### config.mk
export PLATFORM = sky130hd
export DESIGN_NAME = tps_isqrt
export DESIGN_NICKNAME = d
export VERILOG_FILES = /design/src/design/tps_pkg.sv /design/src/design/tps_isqrt.sv
export SDC_FILE = /design/constraint.sdc
export NUM_CORES = 2
export LEC_CHECK = 0
export BUFFER_PORTS_ARGS = -buffer_cell sky130_fd_sc_hd__buf_2
export CORE_MARGIN = 3
export CORE_UTILIZATION = 55
export DETAILED_ROUTE_END_ITERATION = 8
export GPL_TIMING_DRIVEN = 0
export PLACE_DENSITY = 0.74
export RECOVER_POWER = 25
export SYNTH_ARGS = -nofsm -noshare
export SYNTH_HDL_FRONTEND = slang
export SYNTH_SLANG_ARGS = --single-unit
export TNS_END_PERCENT = 1
### constraint.sdc
create_clock -name clk -period 6.31 [get_ports clk]
set_input_delay 0.631 -clock clk [delete_from_list [all_inputs] [get_ports clk]]
set_output_delay 0.631 -clock clk [all_outputs]
set_load 0.02 [all_outputs]
### src/design/tps_pkg.sv
// ----------------------------------------------------------------------------
// tps_pkg
// Shared types, constants and arithmetic step functions for the triangle
// plane setup pipeline.
// ----------------------------------------------------------------------------
package tps_pkg;

	localparam int CRD_W    = 24;   // Q15.8 vertex coordinate
	localparam int NRM_W    = 16;   // Q1.14 normal component
	localparam int DIST_W   = 25;   // Q16.8 plane distance
	localparam int Q_FRAC   = 14;   // fraction bits of the normal

	// pipeline layout, stages numbered from 1
	localparam int NSTG     = 32;
	localparam int SQ_STG   = 16;   // square root: two result bits per stage
	localparam int SQ_BASE  = 7;
	localparam int DIV_STG  = 5;    // divider: three quotient bits per stage
	localparam int DIV_BASE = 24;
	localparam int QUO_W    = 15;

	localparam logic signed [DIST_W-1:0] DIST_MAX = 25'sd16777215;
	localparam logic signed [DIST_W-1:0] DIST_MIN = -25'sd16777216;

	// register indexes (word address bit 2)
	localparam logic REG_SWAP_YZ  = 1'b0;
	localparam logic REG_REV_WIND = 1'b1;

	typedef enum logic [1:0] {
		AXIS_X = 2'd0,
		AXIS_Y = 2'd1,
		AXIS_Z = 2'd2
	} axis_t;

	typedef logic signed [CRD_W-1:0] crd_t;
	// [vertex][axis]
	typedef logic [2:0][2:0][CRD_W-1:0] tri_t;

	typedef struct packed {
		logic [33:0] rem;
		logic [31:0] root;
	} sq_t;

	typedef struct packed {
		logic [31:0] rem;
		logic        qb;
	} dv_t;

	// one digit of a restoring square root
	function automatic sq_t sq_step(input logic [33:0] rem, input logic [31:0] root,
			input logic [1:0] b);
		logic [35:0] r2;
		logic [35:0] t;
		logic [35:0] d;
		sq_t res;
		r2 = {rem, b};
		t  = {2'b00, root, 2'b01};
		d  = r2 - t;
		if (r2 >= t) begin
			res.rem  = d[33:0];
			res.root = {root[30:0], 1'b1};
		end else begin
			res.rem  = r2[33:0];
			res.root = {root[30:0], 1'b0};
		end
		return res;
	endfunction

	// one bit of a restoring division, remainder kept below the divisor
	function automatic dv_t dv_step(input logic [31:0] rem, input logic nb,
			input logic [31:0] den);
		logic [32:0] r2;
		logic [32:0] d;
		dv_t res;
		r2 = {rem, nb};
		d  = r2 - {1'b0, den};
		if (r2 >= {1'b0, den}) begin
			res.rem = d[31:0];
			res.qb  = 1'b1;
		end else begin
			res.rem = r2[31:0];
			res.qb  = 1'b0;
		end
		return res;
	endfunction

endpackage

### src/design/tps_isqrt.sv
// ----------------------------------------------------------------------------
// tps_isqrt
// Pipelined integer square root, floor(sqrt) of a 64-bit radicand, two
// result bits per stage.
// ----------------------------------------------------------------------------
module tps_isqrt import tps_pkg::*; (
	input  logic              clk,
	input  logic [SQ_STG-1:0] ld,
	input  logic [63:0]       rad,
	output logic [31:0]       root
);

	sq_t         st_s  [0:SQ_STG-1];
	logic [63:0] rad_s [0:SQ_STG-2];

	for (genvar j = 0; j < SQ_STG; j++) begin : g_stg
		sq_t         prev;
		sq_t         a;
		sq_t         b;
		logic [63:0] prad;

		if (j == 0) begin : g_first
			assign prev = '0;
			assign prad = rad;
		end else begin : g_next
			assign prev = st_s[j-1];
			assign prad = rad_s[j-1];
		end

		always_comb begin
			a = sq_step(prev.rem, prev.root, prad[2*(31-2*j) +: 2]);
			b = sq_step(a.rem, a.root, prad[2*(30-2*j) +: 2]);
		end

		always_ff @(posedge clk) begin
			if (ld[j]) begin
				st_s[j] <= b;
			end
		end

		if (j < SQ_STG-1) begin : g_carry
			always_ff @(posedge clk) begin
				if (ld[j]) begin
					rad_s[j] <= prad;
				end
			end
		end
	end

	assign root = st_s[SQ_STG-1].root;

endmodule

* After elaboration in Yosys (flattened, before gate mapping)
Memories as Yosys holds them, arrays and structs flattened. Cells that the tools add are included.
Operators by class: $add $sub $neg 32, magnitude comparators 32, muxes and demuxes 64
Operators with widths (number):
- 66-bit two-way mux | 32
- 36-bit by 34-bit >= comparator with 1-bit output | 31
- 34-bit subtractor | 31
- 1-bit two-way mux | 32
- 2-bit by 1-bit subtractor with 3-bit output, second input constant | 1
- 2-bit by 1-bit >= comparator with 1-bit output, second input constant | 1
Storage, ports and cells: register bits after elaboration 0, RAM bits 2016, output and inout port bits 32, logic and storage cells 130, memories 2
Memory list:
- st_s | words 16, bits a word 66, read ports 16, clocked after memory_dff 0, write ports 16, line tps_isqrt.sv:13 | sq_t st_s [0:SQ_STG-1];
- rad_s | words 15, bits a word 64, read ports 15, clocked after memory_dff 0, write ports 15, line tps_isqrt.sv:14 | logic [63:0] rad_s [0:SQ_STG-2];

* Logic depth before layout (Yosys ltp)
An unclocked memory read counts as a cell.
depth in word-level cells 5, depth in mapped cells 32, mapped depth without buffers 28

* Least setup slack after synthesis
OpenSTA, ideal clock, no wires.
path type reg2reg, from mem st_s[1][252] (netlist name), to mem st_s[1][310] (netlist name), data pin, library setup time 0.260 ns, data arrival time 6.341 ns, path slack -0.291 ns, cell stages (with the launch flop) 29, buffers on the path 5, clock period less this slack 6.601 ns, path through edfxtp_1 ha_1 clkbuf_1 nand4_1 or4_1 nor2_1 and2_1 a21boi_1 nor2_1 nand2_1 inv_2 clkbuf_1 clkbuf_1 o21ai_0 ha_1 a21o_1 a21o_1 a21oi_1 o21ai_0 o31ai_1 a21oi_1 or3_1 o21ai_0 nor2b_1 a2111oi_0 and3_1 clkbuf_1 buf_2 mux2_2
RTL lines (line):
- start, declared | tps_isqrt.sv:13

==> key figures <==
Status
  – Outcome: finished, violations left
  – Violations in the final reports: max-capacitance violations, max-slew violations

Clocking
  – Root Buffer Master: clkbuf_16
  – Clock-pin slew on the worst setup and hold paths: 0.06 ns
  – CTS tree: yes
  – Clock buffer depth: 3
  – Clock latency on the worst-skew pair: about 0.77 ns
  – Number of buffers created by CTS: 138
  – Clock Sinks: 1239
  – Number of H-tree branching levels: 4

GRT
  – Antenna violations before repair: 8
  – Wire length of the first global-routing pass: 327000 µm
  – Via count of the first global-routing pass: 58.3k
  – Global router's overall resource usage: 0.279
  – Aggregate global routing overflow: 0
  – Maximum number of pins on one net before global-route repair: 75

Pwr
  – P_int: 0.0227 W
  – Flop pwr share: 0.327
  – Part of the total power dissipated in combinational logic: 0.453
  – Part of the power in the clock network: 0.220
  – Net switching fraction of the power: 0.382
  – Largest vdd supply drop: 0.288 mV
  – NetSw: 0.0140 W
  – Static power due to leakage: 35.6 nW
  – Power per cell area: 405 mW/mm²

Setup path
  – Endpoint kind of the worst setup timing path: flop
  – Critical register-to-register path endpoint: st_s[1][387]
  – Depth of the worst register-to-register path: 27
  – Critical Path Most Common Cell: a21o_1
  – Data arrival at the endpoint of the critical path: around 6.7 ns
  – Required time reported for the critical path endpoint: 6.79 ns
  – Largest stage delay on the critical path: 0.49 ns
  – CP Class: flop to flop
  – Startpoint of the worst register-to-register path: st_s[1][296]
  – Critical-path maximum fanout: 10
  – Startpoint Class: flop
  – Crit path launch: st_s[1][296]
  – Worst setup path end: st_s[1][387]
  – Worst R2R Setup Slack: slightly above 0.07 ns
  – Slowest stage cell on the critical path: edfxtp_1

STA
  – Final count of pins violating max slew: around 160
  – Post-route clock period utilization: 0.989
  – Slew headroom: -0.704
  – Max Freq: 160 MHz
  – Number of hold-slack violations in the final timing report: 0
  – Worst Slack Setup Final: 0.0704 ns
  – Period minus WS final: 6.24 ns
  – Setup repair after global routing missed its margin: true
  – Layout Skew: between 0.04 and 0.05 ns
  – Tightest Pin Transition: 2.56 ns
  – Final worst hold slack: 0.0574 ns
  – Final Setup Violations: 0

Drt
  – First-iteration detailed-routing DRC count: 5617
  – Router iterations before antenna repair: 6
  – Final Routed Wirelength: 213000 µm
  – DRC Markers: 0
  – Count of nets left with antenna violations after detail routing: 0
  – Total number of vias: 61.4k
  – Routed len/inst: 21.0 µm
  – Number of vias per cell: 6.04

Synthesis
  – Post-synth EDFFs: between 1k and 1.5k
  – Synthesized flop and latch total: ~1.2k
  – Warnings from Yosys: 0
  – Number of unique standard cell types used by synthesis: 107
  – Syn avg cell area: a little over 10 µm²
  – Fraction of synthesis flops using an asynchronous set or reset pin: 0
  – Sequential element share of the synthesized area: 0.467
  – Dominant synthesized flop cell: edfxtp_1
  – Total standard cell area after synthesis: 0.0796 mm²
  – Synthesized instance count: 7765

Cells and area
  – Layout filler cell count: 11.5k
  – Signed area change from the synthesized netlist to the final layout: 14.0%
  – # nets final: 8802
  – Fraction of layout instances using a drive strength above 1: 0.117

Place
  – Dpl ws: -2.90 ns
  – Hpwl dp: 163000 µm
  – Quantity of I/O buffers inserted on ports: 112
  – Final RePlAce weighted congestion: roughly 0.96

Floorplan
  – Core Area: 0.143 mm²
  – Number of placement rows: 138
  – Die Area: 0.149 mm²
  – Die X: 386 µm
  – Die extent in y: around 390 µm
  – Starting density of the core: 0.558
  – Boundary pin count: around 110

Run
  – Max_cap viols: 5

Worst hold path
  – Min-delay worst type: primary input to flop
-- critical path: cells and delay by family (launching register included) --
family / cells / cell delay (ns)
AOI/OAI and AO/OA: 15 / 3.05
adders and majority gates: 2 / 0.60
buffers and inverters: 4 / 0.87
DFF: 1 / 0.49
and+or+nand+nor: 6 / 0.92
-- worst min path at each step --
stage	end	cells after the start	slack [ns]	from
after floorplan	rad_s[0][100]	0	0.40	rad_s[0][36]
after global placement	rad_s[0][91]	0	0.40	rad_s[0][27]
after detailed placement	rad_s[0][214]	0	0.40	rad_s[0][150]
after CTS	rad_s[0][22]	1	0.002	rad[22]
after global routing	rad_s[0][59]	1	0.009	rad[59]
final	rad_s[0][59]	1	0.06	rad[59]
-- synth_stat cells, types with 18 or more instances --
| master | number | area [µm²] |
|---|---|---|
| edfxtp_1 | 1239 | 37200 |
| nand2_1 | 647 | 2430 |
| a21oi_1 | 620 | 3100 |
| nor2_1 | 594 | 2230 |
| ha_1 | 558 | 6980 |
| xnor2_1 | 514 | 4500 |
| inv_1 | 439 | 1650 |
| o21ai_0 | 427 | 2140 |
| a21o_1 | 295 | 2210 |
| xor2_1 | 293 | 2570 |
| nor3_1 | 192 | 961 |
| clkbuf_1 | 144 | 541 |
| nand3_1 | 143 | 716 |
| nand4_1 | 115 | 719 |
| nand2b_1 | 102 | 638 |
| nor4_1 | 102 | 638 |
| mux2_2 | 100 | 1130 |
| nor2b_1 | 93 | 582 |
| or3_1 | 89 | 557 |
| o21a_1 | 84 | 631 |
| and3_1 | 77 | 482 |
| a31oi_1 | 63 | 394 |
| o21bai_1 | 59 | 443 |
| and2_1 | 53 | 332 |
| a211oi_1 | 50 | 375 |
| o31ai_1 | 46 | 345 |
| or2_2 | 44 | 275 |
| or4_1 | 39 | 293 |
| nor3b_1 | 32 | 240 |
| o211ai_1 | 28 | 210 |
| nand3b_1 | 26 | 195 |
| buf_1 | 25 | 93.8 |
| buf_2 | 25 | 125 |
| and4_1 | 22 | 193 |
| mux2i_1 | 21 | 210 |
| o31a_1 | 21 | 184 |
| a31o_2 | 20 | 175 |
| a211o_1 | 19 | 166 |
| a21boi_0 | 18 | 135 |
-- cell type report --
| type | instances | area (µm²) | share of cell area |
|---|---|---|---|
| Sequential cell | 1239 | 37200 | 0.410 |
| Timing Repair Buffer | 281 | 2220 | 0.0245 |
| Clock buffer | 151 | 3520 | 0.0388 |
| Tap cell | 1890 | 2360 | 0.0261 |
| Multi-Input combinational cell | 5880 | 41500 | 0.457 |
| Inverter | 451 | 1720 | 0.0189 |
| Buffer | 172 | 1080 | 0.0120 |
| Antenna cell | 3 | 7.51 | 0.0000827 |
| Clock inverter | 92 | 1120 | 0.0123 |
-- per-stage QoR --
step / cell area (µm²) / TNS, ns / cells / utilization / total power, W
2_1_floorplan: 79600 / 0 / 7767 / - / 0.0237
3_3_place_gp: 82500 / -514.68 / 9769 / 0.579 / 0.0274
3_5_place_dp: 82900 / -526.09 / 9780 / 0.581 / 0.0276
4_1_cts: 89400 / -0.791 / 10100 / 0.627 / 0.0362
5_1_grt: 90800 / -2.20 / 10200 / 0.636 / 0.0391
6_report: 90800 / 0 / 10200 / 0.636 / 0.0368
-- kinds of logic after synthesis --
logic type      after synthesis  share of synthesized area
simple gates               2457                      0.155
xor+xnor                    807                     0.0888
other cells                   1                  0.0000471
mux                         121                     0.0168
buf+inv                     648                     0.0312
compound gates             1934                      0.152
fa+ha+maj                   558                     0.0877
flops                      1239                      0.467
-- cell usage in the layout, fill, tap and decap left out, types with 36 or more instances in the layout --
cell type and n:
nand2b_1 101, and2_1 47, buf_4 123, or3_1 84, nand2_1 641, xor2_1 292, o21bai_1 57, and3_1 74
nor2_1 582, nand3_1 141, edfxtp_1 1239, ha_1 515, nor2b_1 89, nor4_1 83, clkbuf_16 141, a31oi_1 58
nor3_1 176, a21oi_1 591, o21ai_1 36, mux2_2 100, dlygate4sd3_1 55, o31ai_1 38, o21ai_0 379, nand4_1 115
buf_2 113, clkbuf_1 98, o21a_1 83, a21o_1 293, a211oi_1 41, xnor2_1 513, inv_1 435, or4_1 36
or2_2 44
-- state kept, by name (all words and copies together) (netlist names) --
name   flops
st_s     759
rad_s    480
-- routing by layer --
metal / track usage / wire length (µm)
met1: 0.409 / 98600
met2: 0.439 / 96300
met3: 0.0365 / 13600
met4: 0.0663 / 4590
met5: 0 / 13
-- power by group through the flow --
stage	registers (W)	clock network (W)	logic, W
floorplan	0.0117	0	0.0120
global placement	0.0121	0	0.0152
detailed placement	0.0121	0	0.0154
CTS	0.0120	0.00828	0.0159
global route	0.0121	0.00862	0.0183
finish	0.0120	0.00810	0.0166
-- timing repair --
| item | in CTS | in global routing |
|---|---|---|
| cloned | 0 | 2 |
| endpoints found under the setup margin | 354 | 379 |
| gates resized for setup | 311 | 242 |
| hold buffers | 55 | 0 |
| buffers inserted | 38 | 62 |
| pin swaps | 24 | 65 |
| endpoints found under the hold margin | 55 | 0 |
Note: power is estimated with default switching activity, not from simulation.
